### src/hw/rtl/lfsc_pkg.sv
package lfsc_pkg;

  localparam int unsigned NUM_PATTERNS = 4;
  localparam int unsigned NUM_STEPS    = 8;
  localparam int unsigned DUR_W        = 8;
  localparam int unsigned SEL_W        = 2;
  localparam int unsigned POS_W        = 3;
  localparam int unsigned CNT_W        = 4;
  localparam int unsigned PCOUNT_W     = 3;
  localparam int unsigned SCOUNT_W     = 16;
  localparam int unsigned STIME_W      = 64;
  localparam int unsigned CLICK_W      = 3;
  localparam int unsigned CFG_IDX_W    = 3;
  localparam int unsigned CFG_DATA_W   = 64;
  localparam int unsigned IN_TDATA_W   = 8;
  localparam int unsigned OUT_TDATA_W  = 8;

  // button click codes
  localparam logic [CLICK_W-1:0] CLICK_NONE   = 3'd0;
  localparam logic [CLICK_W-1:0] CLICK_SINGLE = 3'd1;
  localparam logic [CLICK_W-1:0] CLICK_DOUBLE = 3'd2;
  localparam logic [CLICK_W-1:0] CLICK_TRIPLE = 3'd3;
  localparam logic [CLICK_W-1:0] CLICK_LONG   = 3'd4;

  // configuration register indexes
  localparam logic [CFG_IDX_W-1:0] REG_PATTERN_COUNT = 3'd0;
  localparam logic [CFG_IDX_W-1:0] REG_STEP_COUNTS   = 3'd1;
  localparam logic [CFG_IDX_W-1:0] REG_STEP_TIMES_0  = 3'd2;
  localparam logic [CFG_IDX_W-1:0] REG_STEP_TIMES_1  = 3'd3;
  localparam logic [CFG_IDX_W-1:0] REG_STEP_TIMES_2  = 3'd4;
  localparam logic [CFG_IDX_W-1:0] REG_STEP_TIMES_3  = 3'd5;

  localparam logic [PCOUNT_W-1:0] PATTERN_COUNT_RST = 3'd1;
  localparam logic [SCOUNT_W-1:0] STEP_COUNTS_RST   = 16'h1111;

endpackage

### src/hw/rtl/led_flash_sequence_controller_unit.sv
// LED flash sequence controller.
// Slave stream (s_axis_*) takes one event item per handshake: a tick flag and
// a button click code. Master stream (m_axis_*) returns exactly one status item
// per event: selected pattern, its current step, pause, speed and direction,
// all as they stand after that event.
// Configuration is written through cfg_valid_i/cfg_index_i/cfg_data_i; the user
// must write it only while no event is in flight, which the block does not
// enforce. cfg_ready_o is always high. Index 0 pattern count, 1 step counts,
// 2..5 step times of patterns 0..3; other indexes are ignored.
// An accepted event sits in the input register and moves through one update
// stage into the result register, from which its status item is offered on
// the master side. Throughput is one event per cycle while the receiver keeps
// up, set by the update of the pattern state between those two registers.
// When the receiver stalls, the result register holds its item and the input
// register still takes one more event; s_axis_tready drops only when both
// are full.
// Reset clears all pattern state (pattern 0 selected, running, slow, forward,
// step 0, timers zero) and loads the register defaults; no item is pending.
module led_flash_sequence_controller_unit #(
  parameter int unsigned TIME_BITS = 8
) (
  input  logic                                 clk_i,
  input  logic                                 rst_ni,
  input  logic                                 s_axis_tvalid,
  output logic                                 s_axis_tready,
  // [0] tick, [3:1] click, [7:4] zero
  input  logic [lfsc_pkg::IN_TDATA_W-1:0]      s_axis_tdata,
  output logic                                 m_axis_tvalid,
  input  logic                                 m_axis_tready,
  // [1:0] pattern_index, [4:2] step_index, [5] is_paused, [6] is_fast,
  // [7] is_reverse
  output logic [lfsc_pkg::OUT_TDATA_W-1:0]     m_axis_tdata,
  input  logic                                 cfg_valid_i,
  output logic                                 cfg_ready_o,
  input  logic [lfsc_pkg::CFG_IDX_W-1:0]       cfg_index_i,
  input  logic [lfsc_pkg::CFG_DATA_W-1:0]      cfg_data_i
);

  localparam int unsigned NP = lfsc_pkg::NUM_PATTERNS;
  localparam int unsigned CW = (TIME_BITS > lfsc_pkg::DUR_W) ? TIME_BITS : lfsc_pkg::DUR_W;
  localparam logic [TIME_BITS-1:0] TIME_MAX = {TIME_BITS{1'b1}};

  // configuration registers
  logic [lfsc_pkg::PCOUNT_W-1:0] pcount_q;
  logic [lfsc_pkg::SCOUNT_W-1:0] scount_q;
  logic [lfsc_pkg::STIME_W-1:0]  stime_q [NP];

  // pattern state
  logic [TIME_BITS-1:0]          el_q   [NP];
  logic [TIME_BITS-1:0]          el_d   [NP];
  logic                          fast_q [NP];
  logic                          fast_d [NP];
  logic                          back_q [NP];
  logic                          back_d [NP];
  logic [lfsc_pkg::POS_W-1:0]    pos_q  [NP];
  logic [lfsc_pkg::POS_W-1:0]    pos_d  [NP];
  logic [lfsc_pkg::SEL_W-1:0]    sel_q, sel_d;
  logic                          halt_q, halt_d;

  // input and result registers
  logic                          in_valid_q;
  logic                          in_tick_q;
  logic [lfsc_pkg::CLICK_W-1:0]  in_click_q;
  logic                          out_valid_q;
  logic [lfsc_pkg::OUT_TDATA_W-1:0] out_data_q, out_data_d;
  logic                          move;

  assign move          = in_valid_q && (!out_valid_q || m_axis_tready);
  assign s_axis_tready = !in_valid_q || move;
  assign m_axis_tvalid = out_valid_q;
  assign m_axis_tdata  = out_data_q;
  assign cfg_ready_o   = 1'b1;

  always_ff @(posedge clk_i or negedge rst_ni) begin
    if (!rst_ni) begin
      pcount_q <= lfsc_pkg::PATTERN_COUNT_RST;
      scount_q <= lfsc_pkg::STEP_COUNTS_RST;
      for (int i = 0; i < NP; i++) begin
        stime_q[i] <= '0;
      end
    end else if (cfg_valid_i) begin
      unique case (cfg_index_i)
        lfsc_pkg::REG_PATTERN_COUNT: pcount_q   <= cfg_data_i[lfsc_pkg::PCOUNT_W-1:0];
        lfsc_pkg::REG_STEP_COUNTS:   scount_q   <= cfg_data_i[lfsc_pkg::SCOUNT_W-1:0];
        lfsc_pkg::REG_STEP_TIMES_0:  stime_q[0] <= cfg_data_i;
        lfsc_pkg::REG_STEP_TIMES_1:  stime_q[1] <= cfg_data_i;
        lfsc_pkg::REG_STEP_TIMES_2:  stime_q[2] <= cfg_data_i;
        lfsc_pkg::REG_STEP_TIMES_3:  stime_q[3] <= cfg_data_i;
        default: ;
      endcase
    end
  end

  always_comb begin
    logic [lfsc_pkg::SEL_W-1:0]    p;
    logic [lfsc_pkg::SEL_W-1:0]    q;
    logic [lfsc_pkg::PCOUNT_W-1:0] n_pat;
    logic [lfsc_pkg::CNT_W-1:0]    n_st;
    logic [lfsc_pkg::POS_W-1:0]    pos;
    logic [lfsc_pkg::DUR_W-1:0]    limit;

    el_d   = el_q;
    fast_d = fast_q;
    back_d = back_q;
    pos_d  = pos_q;
    sel_d  = sel_q;
    halt_d = halt_q;
    p      = sel_q;
    q      = sel_q;
    pos    = '0;
    limit  = '0;

    // patterns in use, clamped to 1..NUM_PATTERNS
    n_pat = pcount_q;
    if (n_pat == '0) begin
      n_pat = lfsc_pkg::PCOUNT_W'(1);
    end else if (n_pat > lfsc_pkg::PCOUNT_W'(NP)) begin
      n_pat = lfsc_pkg::PCOUNT_W'(NP);
    end
    n_st = '0;

    if (move) begin
      if (in_tick_q && !halt_q && (el_q[p] != TIME_MAX)) begin
        el_d[p] = el_q[p] + TIME_BITS'(1);
      end

      if (in_click_q == lfsc_pkg::CLICK_LONG) begin
        halt_d = !halt_q;
      end else if ((in_click_q <= lfsc_pkg::CLICK_TRIPLE) && !halt_q) begin
        unique case (in_click_q)
          lfsc_pkg::CLICK_SINGLE: begin
            if ({1'b0, sel_q} >= (n_pat - lfsc_pkg::PCOUNT_W'(1))) begin
              sel_d = '0;
            end else begin
              sel_d = sel_q + lfsc_pkg::SEL_W'(1);
            end
          end
          lfsc_pkg::CLICK_DOUBLE: fast_d[p] = !fast_q[p];
          lfsc_pkg::CLICK_TRIPLE: back_d[p] = !back_q[p];
          default: ;
        endcase

        // step check on the newly selected pattern
        q    = sel_d;
        pos  = pos_d[q];
        n_st = scount_q[lfsc_pkg::CNT_W*q +: lfsc_pkg::CNT_W];
        if (n_st == '0) begin
          n_st = lfsc_pkg::CNT_W'(1);
        end else if (n_st > lfsc_pkg::CNT_W'(lfsc_pkg::NUM_STEPS)) begin
          n_st = lfsc_pkg::CNT_W'(lfsc_pkg::NUM_STEPS);
        end
        limit = stime_q[q][lfsc_pkg::DUR_W*pos +: lfsc_pkg::DUR_W];
        if (fast_d[q]) begin
          limit = limit >> 1;
        end
        if (CW'(el_d[q]) >= CW'(limit)) begin
          el_d[q] = '0;
          if (back_d[q]) begin
            if ((pos == '0) || ({1'b0, pos} >= n_st)) begin
              pos_d[q] = lfsc_pkg::POS_W'(n_st - lfsc_pkg::CNT_W'(1));
            end else begin
              pos_d[q] = pos - lfsc_pkg::POS_W'(1);
            end
          end else begin
            if ({1'b0, pos} >= (n_st - lfsc_pkg::CNT_W'(1))) begin
              pos_d[q] = '0;
            end else begin
              pos_d[q] = pos + lfsc_pkg::POS_W'(1);
            end
          end
        end
      end
    end

    out_data_d = {back_d[sel_d], fast_d[sel_d], halt_d, pos_d[sel_d], sel_d};
  end

  always_ff @(posedge clk_i or negedge rst_ni) begin
    if (!rst_ni) begin
      for (int i = 0; i < NP; i++) begin
        el_q[i]   <= '0;
        fast_q[i] <= 1'b0;
        back_q[i] <= 1'b0;
        pos_q[i]  <= '0;
      end
      sel_q       <= '0;
      halt_q      <= 1'b0;
      in_valid_q  <= 1'b0;
      out_valid_q <= 1'b0;
    end else begin
      el_q   <= el_d;
      fast_q <= fast_d;
      back_q <= back_d;
      pos_q  <= pos_d;
      sel_q  <= sel_d;
      halt_q <= halt_d;
      if (s_axis_tready) begin
        in_valid_q <= s_axis_tvalid;
      end
      if (move) begin
        out_valid_q <= 1'b1;
      end else if (m_axis_tready) begin
        out_valid_q <= 1'b0;
      end
    end
  end

  always_ff @(posedge clk_i) begin
    if (s_axis_tready && s_axis_tvalid) begin
      in_tick_q  <= s_axis_tdata[0];
      in_click_q <= s_axis_tdata[lfsc_pkg::CLICK_W:1];
    end
    if (move) begin
      out_data_q <= out_data_d;
    end
  end

endmodule

### config.mk
export PLATFORM = sky130hd
export DESIGN_NAME = led_flash_sequence_controller_unit
export DESIGN_NICKNAME = d
export VERILOG_FILES = /design/src/hw/rtl/lfsc_pkg.sv /design/src/hw/rtl/led_flash_sequence_controller_unit.sv
export SDC_FILE = /design/constraint.sdc
export NUM_CORES = 1
export LEC_CHECK = 0
export BUFFER_PORTS_ARGS = -buffer_cell sky130_fd_sc_hd__buf_2
export CORE_MARGIN = 3
export CORE_UTILIZATION = 45
export DETAILED_ROUTE_END_ITERATION = 10
export MAX_ROUTING_LAYER = met4
export SLEW_MARGIN = 30
export SYNTH_ARGS = -nofsm -noshare
export SYNTH_HDL_FRONTEND = slang
export SYNTH_SLANG_ARGS = --single-unit
### constraint.sdc
create_clock -name clk_i -period 5.7 [get_ports clk_i]
set_clock_uncertainty 0.1 [all_clocks]
set_input_delay 0.285 -clock clk_i [delete_from_list [all_inputs] [get_ports clk_i]]
set_output_delay 0.285 -clock clk_i [all_outputs]
set_load 0.01 [all_outputs]
**Word level (Yosys, flattened, before mapping)**

Index checks and enable logic that the tools add are counted.

- Output and inout bits: 11
- Word-level logic and storage cells: 188
- Register bits after elaboration: 344

- Reduce and logical (&&, ||, !) cells: 26
- Bitwise gates (word level): 7
- Equal/unequal tests: 10
- Shift operators: 2
- Mux-type cells: 96
- Add/sub/neg operators: 6
- $lt $le $gt $ge: 12

Operators by type and width:

| cell | number |
|---|---|
| $mux W32 | 5 |
| $bmux W64 S2 | 1 |
| $mux W64 | 2 |
| $mux W12 | 7 |
| $mux W8 | 10 |
| $mux W4 | 19 |
| $shiftx A64 B7 Y8 | 1 |
| $bwmux W12 | 3 |
| $and A32 B32 Y32 | 1 |
| $bmux W8 S2 | 2 |
| $bwmux W32 | 1 |
| $demux W8 S2 | 2 |
| $not A32 Y32 | 1 |
| $mux W3 | 7 |
| $mux W1 | 17 |
| $mux W2 | 8 |
| $shiftx A16 B5 Y4 | 1 |
| $and A12 B12 Y12 | 1 |
| $bmux W1 S2 | 6 |
| $bmux W3 S2 | 2 |
| $eq A3 B2 Y1 const B | 4 |
| $not A12 Y12 | 1 |
| $reduce_and A2 Y1 | 6 |
| $eq A3 B3 Y1 const B | 3 |
| other kinds (25) | 48 |

**Depth between registers and ports, before layout**

- Word-level depth: 28
- Mapped depth: 28
- Mapped depth without buffers: 24

**Worst setup path after synthesis**

OpenSTA, ideal clock, no wires.

- Path kind: register to register
- Start: register pcount_q[0] (netlist name)
- End: register out_data_q (netlist bit m_axis_tdata[3]), data pin
- Stages on the path, launching flop included: 28
- Required time: 5.335 ns
- Data arrival time: 5.436 ns
- Period minus slack after synthesis: 5.801 ns
- Setup slack: -0.101 ns
- Buffers on the path: 3
- Setup time: 0.265 ns
- Path through: dfstp_2 inv_1 a21o_1 ha_1 ha_1 a21o_2 a21oi_2 a311oi_1 or4_1 buf_2 buf_6 buf_6 a311oi_1 a31oi_1 a211oi_1 nor3_1 a21oi_1 ha_1 nand2b_1 a21o_1 a21oi_1 o21ai_0 a221oi_1 nor3_1 nor3_1 nor2_1 a221oi_1 a21oi_1

- Cells in the longest elaborated chain, start to end: 28
- Elaborated cells on any way between the ends: 72

RTL lines:

| item | RTL line | RTL |
|---|---|---|
| start, declared | led_flash_sequence_controller_unit.sv:44 | `logic [lfsc_pkg::PCOUNT_W-1:0] pcount_q;` |
| start signal, assigned | led_flash_sequence_controller_unit.sv:76 | `pcount_q <= lfsc_pkg::PATTERN_COUNT_RST;` |
| start signal, assigned | led_flash_sequence_controller_unit.sv:83 | `lfsc_pkg::REG_PATTERN_COUNT: pcount_q <= cfg_data_i[lfsc_pkg::PCOUNT_W-1:0];` |
| $gt A3 B3 Y1 | led_flash_sequence_controller_unit.sv:117 | `end else if (n_pat > lfsc_pkg::PCOUNT_W'(NP)) begin` |
| $mux W3 | led_flash_sequence_controller_unit.sv:117 |  |
| $mux W3 (*) | led_flash_sequence_controller_unit.sv:115 | `if (n_pat == '0) begin` |
| $sub A3 B1 Y3 (*) | led_flash_sequence_controller_unit.sv:132 | `if ({1'b0, sel_q} >= (n_pat - lfsc_pkg::PCOUNT_W'(1))) begin` |
| $ge A2 B3 Y1 (*) | led_flash_sequence_controller_unit.sv:132 |  |
| $mux W2 (*) | led_flash_sequence_controller_unit.sv:132 |  |
| $mux W2 (*) | led_flash_sequence_controller_unit.sv:130 | `unique case (in_click_q)` |
| $mux W2 (*) | led_flash_sequence_controller_unit.sv:129 | `end else if ((in_click_q <= lfsc_pkg::CLICK_TRIPLE) && !halt_q) begin` |
| [... 12 more ...] | n/a |  |
| $mux W12 | led_flash_sequence_controller_unit.sv:158 | `if (back_d[q]) begin` |
| $mux W12 | led_flash_sequence_controller_unit.sv:156 | `if (CW'(el_d[q]) >= CW'(limit)) begin` |
| $mux W12 | led_flash_sequence_controller_unit.sv:129 |  |
| $mux W12 | led_flash_sequence_controller_unit.sv:127 | `if (in_click_q == lfsc_pkg::CLICK_LONG) begin` |
| $mux W12 | led_flash_sequence_controller_unit.sv:122 | `if (move) begin` |
| $bmux W3 S2 (*) | led_flash_sequence_controller_unit.sv:175 | `out_data_d = {back_d[sel_d], fast_d[sel_d], halt_d, pos_d[sel_d], sel_d};` |
| $mux W3 (implied by the code) (*) (2 in a row) | led_flash_sequence_controller_unit.sv:175 |  |
| via out_data_d, one bit | led_flash_sequence_controller_unit.sv:65 | `logic [lfsc_pkg::OUT_TDATA_W-1:0] out_data_q, out_data_d;` |
| end signal, assigned | led_flash_sequence_controller_unit.sv:214 | `out_data_q <= out_data_d;` |
| end, declared | led_flash_sequence_controller_unit.sv:65 |  |

The timed path passes the listed nets; every way through them passes the cells marked *. The select of a mux whose other input is x is not followed.
A chain may end at the register's enable or synchronous reset.

**Final worst setup path**

- Start: register pcount_q[0] (netlist name)
- End: register out_data_q (netlist bit m_axis_tdata[2]), data pin

Same word-level chain as after synthesis.

==> results.sh <==
export IMPL_status="finished clean"
export IMPL_netlist_area_sq_um=17980
export IMPL_root_buffer="clkbuf_16"
export IMPL_synth_fa_ha_area_share_pct=1.809
export IMPL_grt_usage_pct=25.41
export IMPL_cp_arrival_ns=5.96
export IMPL_syn_inst=1693
export IMPL_grt_pass1_wl_microns=82510
export IMPL_syn2layout_area_growth_pct=27.72
export IMPL_critical_path_class="register to register"
export IMPL_r2r_setup_slack_ns=0.002
export IMPL_maxCapViolations=0
export IMPL_initial_core_util_pct=45.99
export IMPL_syn_area_per_cell_sq_um=10.62
export IMPL_drcViolationCount=0
export IMPL_powerDensity_nw_per_um2=535.9
export IMPL_synth_top_family_by_area="multiplexers"
export IMPL_p_total_w=0.01231
export IMPL_io_pins=91
export IMPL_critPathRequiredTime_ns=5.96
export IMPL_tightestPinTransition_ns=0.8224
export IMPL_clock_sinks=344
export IMPL_synthesis_nets=1799
export IMPL_cts_tree="done"
export IMPL_drive_gt1_share_pct=38.45
export IMPL_holdCritPathClass="primary input to register"
export IMPL_dr_pass1_iters=4
export IMPL_die_h_microns=205.9
export IMPL_synthTopCellsByArea="dfrtp_1, mux2_2, nand2_1"
export IMPL_synth_simple_area_share_pct=14.54
export IMPL_coreArea_sq_um=39100
export IMPL_leakage_nw=9.887
export IMPL_ys_warn_count=0
export IMPL_final_area_sq_um=22960
export IMPL_synth_top_cell_area_share_pct=45.51
export IMPL_final_period_utilization_pct=99.96
export IMPL_grt_pass1_vias=14690
export IMPL_viasPerCell=5.706
export IMPL_maxSlewViolCount=0
export IMPL_synth_xor_area_share_pct=0.5358
export IMPL_final_nets=2044
export IMPL_clock_latency_ns=0.57
export IMPL_min_period_ns=5.698
export IMPL_cts_made_buffers=40
export IMPL_cts_buffer_depth=3
export IMPL_htreeDepth=2
export IMPL_synth_compound_area_share_pct=10.90
export IMPL_ys_ff_latch=344
export IMPL_finalSetupViolCount=0
export IMPL_ys_types=85
export IMPL_placed_cell_area_sq_um=19820
export IMPL_wirelength_microns=51700
export IMPL_vias=14200
export IMPL_nFillCells=3316
export IMPL_die_area_sq_um=42390
export IMPL_synth_ff_type="dfrtp_1"
export IMPL_synthArstFlopShare_pct=96.51
export IMPL_io_buffers=85
export IMPL_ir_worst_vdd_uv=403.2
export IMPL_r2r_start="pcount_q[0]$_DFFE_PN1P_"
export IMPL_grt_max_degree=150
export IMPL_synth_seq_area_share_pct=48.25
export IMPL_rows=72
export IMPL_relSlewSlack_pct=45.11
export IMPL_synth_mux_area_share_pct=20.45
export IMPL_yosysTopAreaCell="dfrtp_1"
export IMPL_endpoint="m_axis_tdata[2]$_DFFE_PP_"
export IMPL_overflow=0
export IMPL_start_kind="register"
export IMPL_synth_edf_count=12
export IMPL_hold_viol=0
export IMPL_fin_hold_ws_ns=0.03699
export IMPL_hpwl_microns=33110
export IMPL_fmax_ghz=0.1755
export IMPL_synth_most_common_cell="nand2_1"
export IMPL_crit_fanout=7
export IMPL_rr_endpoint="m_axis_tdata[2]$_DFFE_PP_"
export IMPL_clk_pin_slew_ns=0.06
export IMPL_wl_per_cell_microns=20.78
export IMPL_gp_congestion=0.9308
export IMPL_grt_antenna_before_repair=1
export IMPL_rsz0062_at_grt="true"
export IMPL_drtAntennaViolNets=0
export IMPL_drt_initial_drc_count=1006
export IMPL_reg2regPathDepth=27
export IMPL_crit_path_end_kind="register"
export IMPL_setup_worst_path_start="pcount_q[0]$_DFFE_PN1P_"
export IMPL_dieWidth_microns=205.9
export IMPL_synth_common_cells="nand2_1, dfrtp_1, mux2_2"
-- metrics by stage --
stage                     utilization [%]  TNS (ns)  setup slack (ns)  instances
after global placement              50.52    -18.54           -0.5805       2322
final                               58.74         0          0.002373       2488
after global routing                58.74    -2.807           -0.1346       2488
after CTS                           57.93         0          0.006283       2479
after detailed placement            50.69    -22.76           -0.7018       2324
after floorplan                         -         0           0.06357       1693
-- power breakdown --
| group | total, W | switching (W) | internal [W] |
|---|---|---|---|
| Combinational | 0.00648 | 0.00351 | 0.00297 |
| Clock | 0.00250 | 0.00105 | 0.00145 |
| Sequential | 0.00333 | 0.000319 | 0.00301 |
| Total | 0.0123 | 0.00488 | 0.00742 |
-- state kept, by name, summed over array words and instances (netlist names) --
| register | cells |
|---|---|
| in_tick_q | 1 |
| in_click_q | 3 |
| back_q | 4 |
| in_valid_q | 1 |
| m_axis_tvalid | 1 |
| pcount_q | 3 |
| halt_q | 1 |
| scount_q | 16 |
| el_q | 32 |
| m_axis_tdata | 8 |
| pos_q | 12 |
| sel_q | 2 |
| stime_q | 256 |
| fast_q | 4 |
-- timing repair --
item / 4_1_cts / 5_1_grt
resized for setup: 113 / 58
gates cloned: 5 / 1
buffers inserted: 8 / 6
endpoints found under the hold margin: 340 / 0
pin swaps: 52 / 37
endpoints found under the setup margin: 47 / 42
hold buffers: 71 / 0
-- worst max-delay path: stages (launching register included) --
cell and delay (ns):
dfstp_2 0.52, inv_2 0.03, a21o_1 0.19, ha_4 0.29, ha_4 0.20, a21o_4 0.23
nand2_2 0.08, o21ai_2 0.05, or4_4 0.65, buf_16 0.20, buf_4 0.15, a311oi_2 0.23
a311oi_2 0.10, a211oi_2 0.23, nor3_1 0.08, a21oi_1 0.12, ha_1 0.24, nand2b_1 0.14
a21o_1 0.19, a21oi_2 0.15, o21ai_2 0.09, a221oi_2 0.28, clkbuf_16 0.23, nor2_2 0.06
buf_4 0.16, nand3_1 0.09, nor2_1 0.08, o31ai_1 0.33
-- worst min-delay path by stage --
| stage | start | endpoint | slack [ns] | cells after the start |
|---|---|---|---|---|
| 2_1_floorplan | rst_ni | back_q[0]$_DFF_PN0_ | -0.11 | 0 |
| 3_3_place_gp | rst_ni | el_q[18]$_DFFE_PN0P_ | 0.18 | 1 |
| 3_5_place_dp | rst_ni | el_q[20]$_DFFE_PN0P_ | 0.18 | 1 |
| 4_1_cts | cfg_data_i[1] | scount_q[1]$_DFFE_PN0P_ | 0.02 | 2 |
| 5_1_grt | cfg_data_i[1] | scount_q[1]$_DFFE_PN0P_ | 0.03 | 2 |
| 6_report | cfg_data_i[1] | scount_q[1]$_DFFE_PN0P_ | 0.04 | 2 |
-- layout by cell type, fill, tap and decap left out, types with 10 or more instances in the layout --
master,instances
dlygate4sd3_1,71
ha_1,18
inv_1,12
dfrtp_1,327
nor2_1,40
mux2i_1,14
a31oi_1,16
a311oi_2,35
nor3_1,20
a211oi_1,13
buf_2,84
clkbuf_16,43
o21ai_0,27
nand2_1,344
a21oi_2,13
and3_1,33
a21oi_1,40
nand3_1,76
a311oi_1,11
mux4_2,12
buf_4,131
a21o_1,10
mux2_2,282
edfxtp_1,12
a211oi_2,10
clkbuf_1,15
o21ai_1,16
a22o_1,10
-- metal layers --
layer,vias up,global-route usage (%),share of wire (%)
met5,-,-,0
met2,307,40.61,48
met3,110,3.875,4.3
met4,0,9.042,3.2
li1,6632,-,-
met1,7148,33.23,44
-- cell families after synthesis --
kind of cell               count (synthesis)
and+or+nand+nor                          587
AOI/OAI and AO/OA                        277
DFF                                      344
muxes                                    314
buffers and inverters                    133
adders and majority gates                 26
xor gates and xnor gates                  11
other                                      1
-- cell type report --
type | count | area [sq um] | share of cell area (%)
multi-input combinational | 1216 | 9563 | 41.64
sequential | 344 | 8675 | 37.77
timing repair buffer | 316 | 2730 | 11.89
clock buffer | 64 | 1192 | 5.192
tap | 518 | 648.1 | 2.822
clock inverter | 9 | 78.83 | 0.3432
inverter | 20 | 75.07 | 0.3269
antenna | 1 | 2.502 | 0.01090
(Power assumes the default switching activity.)
